## config.mk

```make
export PLATFORM = sky130hd
export DESIGN_NAME = mtws_alu
export DESIGN_NICKNAME = d
export VERILOG_FILES = /design/src/max_triangle_window_sum_macros.svh /design/src/mtws_pkg.sv /design/src/mtws_alu.sv
export SDC_FILE = /design/constraint.sdc
export NUM_CORES = 1
export LEC_CHECK = 0
export BUFFER_PORTS_ARGS = -buffer_cell sky130_fd_sc_hd__clkbuf_2
export CAP_MARGIN = 20
export CORE_MARGIN = 3
export CORE_UTILIZATION = 61
export CTS_BUF_LIST = sky130_fd_sc_hd__clkbuf_4 sky130_fd_sc_hd__clkbuf_8
export DETAILED_ROUTE_END_ITERATION = 8
export PLACE_DENSITY_LB_ADDON = 0.2
export SLEW_MARGIN = 10
export SYNTH_ARGS = -nofsm -noshare
export SYNTH_HDL_FRONTEND = slang
export SYNTH_SLANG_ARGS = --single-unit
```

## constraint.sdc

```tcl
create_clock -name clk -period 5.4 [get_ports clk]
set_clock_uncertainty 0.1 [all_clocks]
set_input_delay 0 -clock clk [delete_from_list [all_inputs] [get_ports clk]]
set_output_delay 0 -clock clk [all_outputs]
set_load 0.05 [all_outputs]
```

## src/max_triangle_window_sum_macros.svh

```systemverilog
// Assertion macros shared by the max_triangle_window_sum RTL.
// The macros expect signals named clk and rst_n in the using module.
`ifndef MAX_TRIANGLE_WINDOW_SUM_MACROS_SVH
`define MAX_TRIANGLE_WINDOW_SUM_MACROS_SVH
`ifndef SYNTH
// Same-cycle implication, disabled during reset.
`define MTWS_ASSERT_IMP(lbl, a, b, msg) \
  lbl: assert property (@(posedge clk) disable iff (!rst_n) (a) |-> (b)) else $error(msg);
// Next-cycle implication, disabled during reset.
`define MTWS_ASSERT_NXT(lbl, a, b, msg) \
  lbl: assert property (@(posedge clk) disable iff (!rst_n) (a) |=> (b)) else $error(msg);
`else
`define MTWS_ASSERT_IMP(lbl, a, b, msg)
`define MTWS_ASSERT_NXT(lbl, a, b, msg)
`endif
`endif

```

## src/mtws_pkg.sv

```systemverilog
// Package for max_triangle_window_sum: types, sizes and table addressing.
// No dependencies.
`timescale 1ns / 1ps
package mtws_pkg;
  localparam int MAX_ROWS = 256;
  localparam int MAX_COLS = 256;
  localparam int ROW_AW   = $clog2(MAX_ROWS);
  localparam int COL_AW   = $clog2(MAX_COLS);
  localparam int TBL_AW   = ROW_AW + COL_AW;
  localparam int DIM_W    = 9;
  localparam int CELL_W   = 16;
  localparam int SUM_W    = 42;
  localparam int PH_W     = 4;
  localparam logic [PH_W-1:0] PH_LAST_BUILD = 4'd8;
  localparam logic [PH_W-1:0] PH_LAST_EVAL  = 4'd5;
  localparam logic signed [SUM_W-1:0] MOST_NEG = {1'b1, {(SUM_W-1){1'b0}}};

  typedef enum logic [1:0] {REG_ROWS = 2'd0, REG_COLS = 2'd1, REG_SIDE = 2'd2} reg_idx_t;
  typedef enum logic [2:0] {S_LOAD, S_BR, S_BL, S_EVR, S_EVL, S_DONE} state_t;
  typedef enum logic [2:0] {SRC_NONE, SRC_CELL, SRC_RR, SRC_TR, SRC_RL, SRC_TL} src_t;
  typedef enum logic [2:0] {ALU_NONE, ALU_LOAD, ALU_ADD, ALU_SUB, ALU_TAKE} alu_op_t;

  typedef struct packed {
    alu_op_t op;
    logic    clear;
  } alu_ctl_t;

  // Table entry (row, col), both 1-based, packed as row-major address.
  function automatic logic [TBL_AW-1:0] tbl_addr(input logic [DIM_W-1:0] row,
                                                 input logic [DIM_W-1:0] col);
    logic [DIM_W-1:0] r1;
    logic [DIM_W-1:0] c1;
    r1 = row - DIM_W'(1);
    c1 = col - DIM_W'(1);
    return {r1[ROW_AW-1:0], c1[COL_AW-1:0]};
  endfunction
endpackage

```

## src/mtws_alu.sv

```systemverilog
// Shared accumulator: load, add, subtract and running-maximum compare.
// Depends on mtws_pkg.
`timescale 1ns / 1ps
module mtws_alu (
  input  logic                          clk,
  input  logic                          rst_n,
  input  mtws_pkg::alu_ctl_t            ctl,
  input  logic signed [mtws_pkg::SUM_W-1:0] operand,
  output logic signed [mtws_pkg::SUM_W-1:0] best,
  output logic                          found
);
  import mtws_pkg::*;

  logic signed [SUM_W-1:0] acc_r, acc_nxt;
  logic signed [SUM_W-1:0] best_r, best_nxt;
  logic                    found_r, found_nxt;

  always_comb begin
    acc_nxt   = acc_r;
    best_nxt  = best_r;
    found_nxt = found_r;
    case (ctl.op)
      ALU_LOAD: acc_nxt = operand;
      ALU_ADD:  acc_nxt = acc_r + operand;
      ALU_SUB:  acc_nxt = acc_r - operand;
      ALU_TAKE: begin
        if (!found_r || (acc_r > best_r)) begin
          best_nxt = acc_r;
        end
        found_nxt = 1'b1;
      end
      default: ;
    endcase
    if (ctl.clear) begin
      best_nxt  = MOST_NEG;
      found_nxt = 1'b0;
    end
  end

  always_ff @(posedge clk) begin
    acc_r <= acc_nxt;
    if (!rst_n) begin
      best_r  <= MOST_NEG;
      found_r <= 1'b0;
    end else begin
      best_r  <= best_nxt;
      found_r <= found_nxt;
    end
  end

  assign best  = best_r;
  assign found = found_r;
endmodule

```

* Word level (Yosys, flattened, before mapping)
Cells that the tools add are included.
Word-level totals: flip-flop bits (word level) 85, input bits 48, word-level logic and storage cells 17
Cells by class: add/sub/neg operators 2, magnitude comparators 1, equal/unequal tests 4, multiplexer cells 1, bitwise gates (word level) 1, reduce and logical (&&, ||, !) cells 5
Operators by type and width (count):
- 42-bit one-hot mux with 3 select lines | 1
- 42-bit adder | 1
- 42-bit greater-than comparator | 1
- 42-bit subtractor | 1
- 3-bit by 2-bit == test with 1-bit output, second input constant | 2
- 3-bit by 1-bit == test with 1-bit output, second input constant | 1
- 3-bit == test, second input constant | 1
- 3-bit nonzero test | 1
- 2-bit AND reduction | 1
- 2-bit OR reduction | 1
- 1-bit zero test | 1
- 1-bit logical OR | 1
- 1-bit inverter | 1

* Depth between registers and ports, before layout
Gate-level depths: netlist of run 1.
depth after elaboration 3, mapped depth 20

* Worst setup path before layout of run 1
Ideal clock, no wire load.
kind in2reg, start in operand[2] (netlist name), end reg acc_r[36] (data pin), library setup time 0.267 ns, arrival time 3.448 ns, data required time 5.033 ns, setup slack 1.585 ns, stages 19, buffers on the path 1, path through nor2_1 > nand3b_1 > nor2b_1 > and2_1 > nand2b_1 > o41ai_1 > xor2_1 > ha_1 > buf_2 > nand4_1 > nor4_1 > and4_1 > a21oi_1 > a21oi_1 > nor2_1 > o41ai_1 > a21boi_0 > xnor2_1 > o21ai_0
Between the ends: longest elaborated chain between the ends 2, elaborated cells on any way between the ends 3
RTL lines:
- start, declared | line mtws_alu.sv:8 | input logic signed [mtws_pkg::SUM_W-1:0] operand,
- 42-bit subtractor / 42-bit adder (equally long branches) | line mtws_alu.sv:25, mtws_alu.sv:24
- 42-bit one-hot mux with 3 select lines (*) | line mtws_alu.sv:22 | case (ctl.op)
- via acc_nxt[36] | line mtws_alu.sv:14 | logic signed [SUM_W-1:0] acc_r, acc_nxt;
- end signal, assigned | line mtws_alu.sv:41 | acc_r <= acc_nxt;
- end, declared | line mtws_alu.sv:14
Mark *: on every way through the listed nets, which the timed path passes. The rest lies on a longest branch. A chain may end at the register's enable or synchronous reset.

* Worst setup path in the final report of run 1
Same ends and word-level chain as after synthesis.

==> results.sh, run 1 <==
export IMPL_worstPathArrival_ns=4.88
export IMPL_die_area_um2=13300
export IMPL_dp_hpwl_mm=13.8
export IMPL_syn_mean_instance_area_um2=8.43
export IMPL_grt_ovfl_total=0
export IMPL_critical_path_source_type="input port"
export IMPL_fp_dieH_um=116
export IMPL_grt_start_max_net_pins=49
export IMPL_synth_distinct_cells=56
export IMPL_first_global_vias=6380
export IMPL_placement_rows=39
export IMPL_detailedRoute_firstIterationViolations=537
export IMPL_synth_yosys_warnings=0
export IMPL_gp_congestion=0.998
export IMPL_synthFlopType="dfxtp_1"
export IMPL_leading_cell_type_in_the_layout_fill_and_taps_excluded="clkbuf_2"
export IMPL_cp_max_fo=7
export IMPL_final_nets=1120
export IMPL_run_status="finished clean"
export IMPL_cts_tree="yes"
export IMPL_fillCellCount=886
export IMPL_avgViaCountPerCell=5.99
export IMPL_mappedNetlistArea_um2=7310
export IMPL_area_growth_syn_to_layout_pct=16.2
export IMPL_synth_largest_area_cell="edfxtp_1"
export IMPL_holdCritPathClass="input port to flip-flop"
export IMPL_ios=91
export IMPL_post_synth_inst_count=868
export IMPL_crit_path_cell_trace="dlygate4sd3_1, clkbuf_2, nor2_1, nand3b_1, nor2b_1, and2_1, nand2b_1, o41ai_1, xor2_1, ha_1, nand4_1, nor4_1, and4_1, a21oi_1, a21oi_1, nor2_1, o41ai_1, a21boi_0, xnor2_1, o21ai_0"
export IMPL_drt_antenna_violating_nets=0
export IMPL_floorplan_initialDensity_pct=63.2
export IMPL_final_hold_viol_count=0
export IMPL_critical_path_class="input port to flip-flop"
export IMPL_critPathRequiredTime_ns=5.43
export IMPL_setup_repair_after_global_routing_missed_its_margin="false"
export IMPL_worstMarginPinSlew_ns=0.963
export IMPL_synth_nets=1001
export IMPL_crit_path_top_delay_cell="o41ai_1"
export IMPL_cts_htree_levels=3
export IMPL_core_um2=11600
export IMPL_max_slew_margin_pct=35.8
export IMPL_post_route_min_period_ns=4.85
export IMPL_leakagePower_nw=3.86
export IMPL_drc_errors=0
export IMPL_yosysSeqAreaShare_pct=29.0
export IMPL_clock_sink_count=85
export IMPL_clock_latency_ns=0.38
export IMPL_number_of_flip_flops_and_latches_in_the_synthesized_netlist=85
export IMPL_antenna_found_initial=0
export IMPL_detailroute_via_count=6806
export IMPL_numPortBuffers=90
export IMPL_setup_tns_final_ns=0
export IMPL_vdd_ir_drop_max_uv=296
export IMPL_post_cts_clock_slew_at_the_launch_and_capture_registers_of_the_worst_setup_and_hold_paths_ns=0.09
export IMPL_fin_hold_ws_ns=0.122
export IMPL_cap_violations=0
export IMPL_cts_buffer_depth=2
export IMPL_wl_per_cell_um=16.6
export IMPL_cp_slowest_stage_delay_ns=0.55
export IMPL_maxClockFrequency_mhz=206
export IMPL_global_route_usage_total_pct=28.5
export IMPL_totalWireLength_mm=18.8
export IMPL_totalPowerFinal_w=0.00200
export IMPL_die_width_um=116
export IMPL_pwr_density_cell_nw_per_um2=235
export IMPL_report_final_slew_viol_count=0
export IMPL_first_pass_grt_wire_length_mm=30.3
export IMPL_setup_viol_count_final=0
export IMPL_detail_route_first_pass_iterations=5
export IMPL_critical_path_endpoint_type="flip-flop"
export IMPL_layout_common_cells="clkbuf_2, ha_1, nor2_1"
export IMPL_synth_top_area_share_pct=17.2
export IMPL_synth_enable_flop_cells=42
export IMPL_post_synth_main_area_contributors="edfxtp_1, ha_1, dfxtp_1, mux2i_1, o21ai_0"
export IMPL_post_route_fraction_of_the_period_consumed_by_the_critical_path_pct=89.9
export IMPL_async_flop_share_pct=0
export IMPL_drive_above_1_share_pct=12.5
export IMPL_clock_root_buffer="clkbuf_8"
export IMPL_cts_setup_buffers=0
export IMPL_finalCoreUtilization_pct=73.5
export IMPL_total_cts_buffers=9
-- layer usage --
layer / global-route usage [%] / vias up / routed length, um
li1: - / 3365 / -
met1: 37.3 / 3151 / 8310
met2: 46.4 / 241 / 8740
met3: 4.96 / 49 / 1140
met4: 12.7 / 0 / 641
met5: 0 / - / 0
-- repair_timing --
action	CTS	global route
hold buffers	43	0
gates resized for setup	0	0
setup endpoints to repair	0	0
endpoints found under the hold margin	42	0
-- logic make-up after synthesis --
kind of cell / synth area share [%]
AO/OA/AOI/OAI: 20.6
adder cells (fa/ha/maj): 14.6
multiplexers: 6.29
XOR/XNOR: 8.86
buffers and inverters: 5.03
flip-flops: 29.0
AND/OR/NAND/NOR: 15.5
-- critical path, delay by kind of cell --
kind / cells / cell delay [ns]
compound gates: 6 / 1.54
xor+xnor: 2 / 0.29
fa+ha+maj: 1 / 0.43
buf+inv: 2 / 0.68
simple gates: 9 / 1.92
-- Yosys cell counts, types with 2 or more instances --
cell type,count
nand2b_1,11
ha_1,84
a21oi_1,65
or4_4,2
a31oi_1,7
o21ai_0,72
a211o_1,3
o211ai_1,2
nor3_1,14
edfxtp_1,42
dfxtp_1,43
nand4_1,15
o31ai_1,12
and4_1,2
o221ai_1,2
xnor2_1,40
inv_1,65
buf_2,6
and2_1,5
a211oi_1,7
xor2_1,34
a21boi_0,3
nand2_1,69
o41ai_1,7
mux2i_1,46
o21a_1,2
clkbuf_1,25
a41o_1,2
nor2b_1,6
nand3_1,11
o2111ai_1,2
a2111oi_0,2
or3_1,4
a21o_1,37
nor2_1,82
nor4_1,8
nor3b_1,2
o21bai_1,9
-- worst paths after layout --
check                    from         to  slack, ns  cells past startpoint
hold reg to reg      best[28]   best[28]       0.43                      2
setup / recovery   operand[2]  acc_r[36]       0.55                     20
setup reg to reg    acc_r[41]   best[20]       1.58                     10
hold / removal    operand[18]  acc_r[18]       0.12                      3
-- state kept, by name (all words and copies together), names as in the netlist --
name	flops
acc_r	42
best	42
found	1
-- cell type report --
cell class / count / area, um^2 / area share, %
diodes: 1 / 2.50 / 0.0294
flip-flops and latches: 85 / 2120 / 25.0
repair buffers: 139 / 926 / 10.9
multi-input cells: 687 / 4850 / 57.1
inverters: 65 / 244 / 2.87
well taps: 143 / 179 / 2.11
clock buffers: 16 / 176 / 2.08
-- where the power goes --
| group | switching, W | internal, W | total, W | leakage [nW] |
|---|---|---|---|---|
| Clock | 0.000232 | 0.000205 | 0.000436 | 0.0969 |
| Sequential | 0.0000349 | 0.000725 | 0.000760 | 0.753 |
| Combinational | 0.000464 | 0.000335 | 0.000799 | 3.01 |
| Total | 0.000731 | 0.00126 | 0.00200 | 3.86 |
-- stage by stage --
| step | std cells | worst slack [ns] | area (um^2) |
|---|---|---|---|
| 6_report | 1136 | 0.548 | 8500 |
| 5_1_grt | 1135 | 0.219 | 8500 |
| 4_1_cts | 1135 | 0.598 | 8500 |
| 3_5_place_dp | 1076 | 0.788 | 7890 |
| 3_3_place_gp | 1076 | 0.967 | 7890 |
| 2_1_floorplan | 868 | 1.59 | 7310 |
No activity file was read; power rests on OpenSTA's default activity.
==> inputs of run 2 (changes only) <==
--- a/config.mk
+++ b/config.mk
@@ -8,7 +8,7 @@
 export BUFFER_PORTS_ARGS = -buffer_cell sky130_fd_sc_hd__clkbuf_2
 export CAP_MARGIN = 20
 export CORE_MARGIN = 3
-export CORE_UTILIZATION = 61
+export CORE_UTILIZATION = 25
 export CTS_BUF_LIST = sky130_fd_sc_hd__clkbuf_4 sky130_fd_sc_hd__clkbuf_8
 export DETAILED_ROUTE_END_ITERATION = 8
 export PLACE_DENSITY_LB_ADDON = 0.2
==> results.sh, run 2 (synthesis results as in run 1) <==
export IMPL_wl_per_cell_um=16.3
export IMPL_cts_setup_buffers=0
export IMPL_drc_errors=0
export IMPL_clock_root_buffer="clkbuf_8"
export IMPL_cts_tree="yes"
export IMPL_global_route_usage_total_pct=14.6
export IMPL_multi_input_comb_area_um2=4860
export IMPL_ios=91
export IMPL_totalWireLength_mm=22.4
export IMPL_numPortBuffers=90
export IMPL_totalPowerFinal_w=0.00206
export IMPL_drt_antenna_violating_nets=0
export IMPL_report_final_slew_viol_count=0
export IMPL_total_cts_buffers=9
export IMPL_cts_buffer_depth=2
export IMPL_worstMarginPinSlew_ns=0.749
export IMPL_maxClockFrequency_mhz=209
export IMPL_setup_repair_after_global_routing_missed_its_margin="false"
export IMPL_post_route_min_period_ns=4.78
export IMPL_area_growth_syn_to_layout_pct=20.9
export IMPL_cp_max_fo=7
export IMPL_floorplan_initialDensity_pct=25.8
export IMPL_diodes=0
export IMPL_antenna_found_initial=0
export IMPL_placement_rows=61
export IMPL_detail_route_first_pass_iterations=6
export IMPL_detailedRoute_firstIterationViolations=332
export IMPL_avgViaCountPerCell=4.74
export IMPL_cts_htree_levels=3
export IMPL_grt_ovfl_total=0
export IMPL_first_pass_grt_wire_length_mm=35.9
export IMPL_setup_tns_final_ns=0
export IMPL_final_hold_viol_count=0
export IMPL_cp_endpoint="acc_r[36]"
export IMPL_vdd_ir_drop_max_uv=127
export IMPL_grt_start_max_net_pins=51
export IMPL_r2r_setup_slack_ns=1.43
export IMPL_final_nets=1122
export IMPL_post_cts_clock_slew_at_the_launch_and_capture_registers_of_the_worst_setup_and_hold_paths_ns=0.09
export IMPL_seqCellArea_um2=2120
export IMPL_critical_path_class="input port to flip-flop"
export IMPL_worst_r2r_cell_count=10
export IMPL_fp_dieH_um=177
export IMPL_detailroute_via_count=6506
export IMPL_run_status="finished clean"
export IMPL_layout_common_cells="clkbuf_2, ha_1, nor2_1"
export IMPL_gp_congestion=0.852
export IMPL_pwr_density_cell_nw_per_um2=233
export IMPL_drive_above_1_share_pct=12.8
export IMPL_setup_viol_count_final=0
export IMPL_leakagePower_nw=3.89
export IMPL_max_slew_margin_pct=49.6
export IMPL_critical_path_source_type="input port"
export IMPL_post_route_fraction_of_the_period_consumed_by_the_critical_path_pct=88.5
export IMPL_leading_cell_type_in_the_layout_fill_and_taps_excluded="clkbuf_2"
export IMPL_die_width_um=177
export IMPL_holdCritPathClass="input port to flip-flop"
export IMPL_first_global_vias=6574
export IMPL_critPathRequiredTime_ns=5.41
export IMPL_cap_violations=0
export IMPL_crit_reg2reg_launch="acc_r[41]"
export IMPL_reg2reg_to="best[24]"
export IMPL_dp_hpwl_mm=17.4
export IMPL_clock_latency_ns=0.38
export IMPL_core_um2=28300
export IMPL_worstPathArrival_ns=4.79
export IMPL_critical_path_endpoint_type="flip-flop"
export IMPL_timing_critical_path_from="operand[2]"
export IMPL_die_area_um2=31300
export IMPL_fillCellCount=3063
export IMPL_clock_sink_count=85
==> run 2: repair_timing <==
action / 4_1_cts / 5_1_grt
hold buffers: 43 / 0
endpoints found under the setup margin: 0 / 4
resized for setup: 0 / 2
hold endpoints to repair: 42 / 0
==> run 2: worst max-delay path, cell delays in order <==
cell and delay, ns:
dlygate4sd3_1 0.55, clkbuf_2 0.15, nor2_1 0.29, nand3b_1 0.15
nor2b_1 0.20, and2_1 0.27, nand2b_1 0.13, o41ai_1 0.31
xor2_1 0.12, ha_1 0.43, nand4_1 0.15, nor4_1 0.40
and4_1 0.26, a21oi_1 0.07, a21oi_1 0.27, nor2_1 0.10
o41ai_2 0.47, a21boi_0 0.20, xnor2_1 0.18, o21ai_0 0.09
==> run 2: where the power goes <==
group / switching [W] / internal [W] / total, W
Clock: 0.000264 / 0.000215 / 0.000479
Combinational: 0.000479 / 0.000338 / 0.000817
Sequential: 0.0000356 / 0.000725 / 0.000761
==> run 2: layer usage <==
layer	GRT usage [%]	vias to the layer above	part of all wire, %
met2	23.9	126	45
li1	-	3361	-
met3	2.51	24	3.8
met4	4.19	0	2.1
met5	0	-	0
met1	19.6	2995	49
==> run 2: stage by stage <==
step,setup slack [ns],util (%),instances,hold WS [ns],cell area [um^2]
floorplan,1.59,-,868,0.0407,7310
global placement,0.687,29.0,1313,0.233,8210
detailed placement,0.646,29.0,1313,0.232,8210
CTS,0.464,31.2,1372,0.0660,8830
global route,0.0825,31.2,1372,0.0936,8840
finish,0.621,31.2,1372,0.115,8840
==> run 2: worst min-delay path by stage <==
stage | from | to | slack, ns | depth (start not counted)
2_1_floorplan | ctl[3] | found | 0.04 | 2
3_3_place_gp | operand[7] | acc_r[7] | 0.23 | 3
3_5_place_dp | operand[37] | acc_r[37] | 0.23 | 3
4_1_cts | operand[18] | acc_r[18] | 0.07 | 3
5_1_grt | operand[18] | acc_r[18] | 0.09 | 3
6_report | operand[18] | acc_r[18] | 0.11 | 3
==> run 2: cell type report <==
class | count | area share, %
Inverter | 65 | 2.76
Sequential cell | 85 | 24.0
Timing Repair Buffer | 141 | 10.8
Tap cell | 378 | 5.35
Clock inverter | 6 | 0.609
Clock buffer | 10 | 1.49
Multi-Input combinational cell | 687 | 55.0
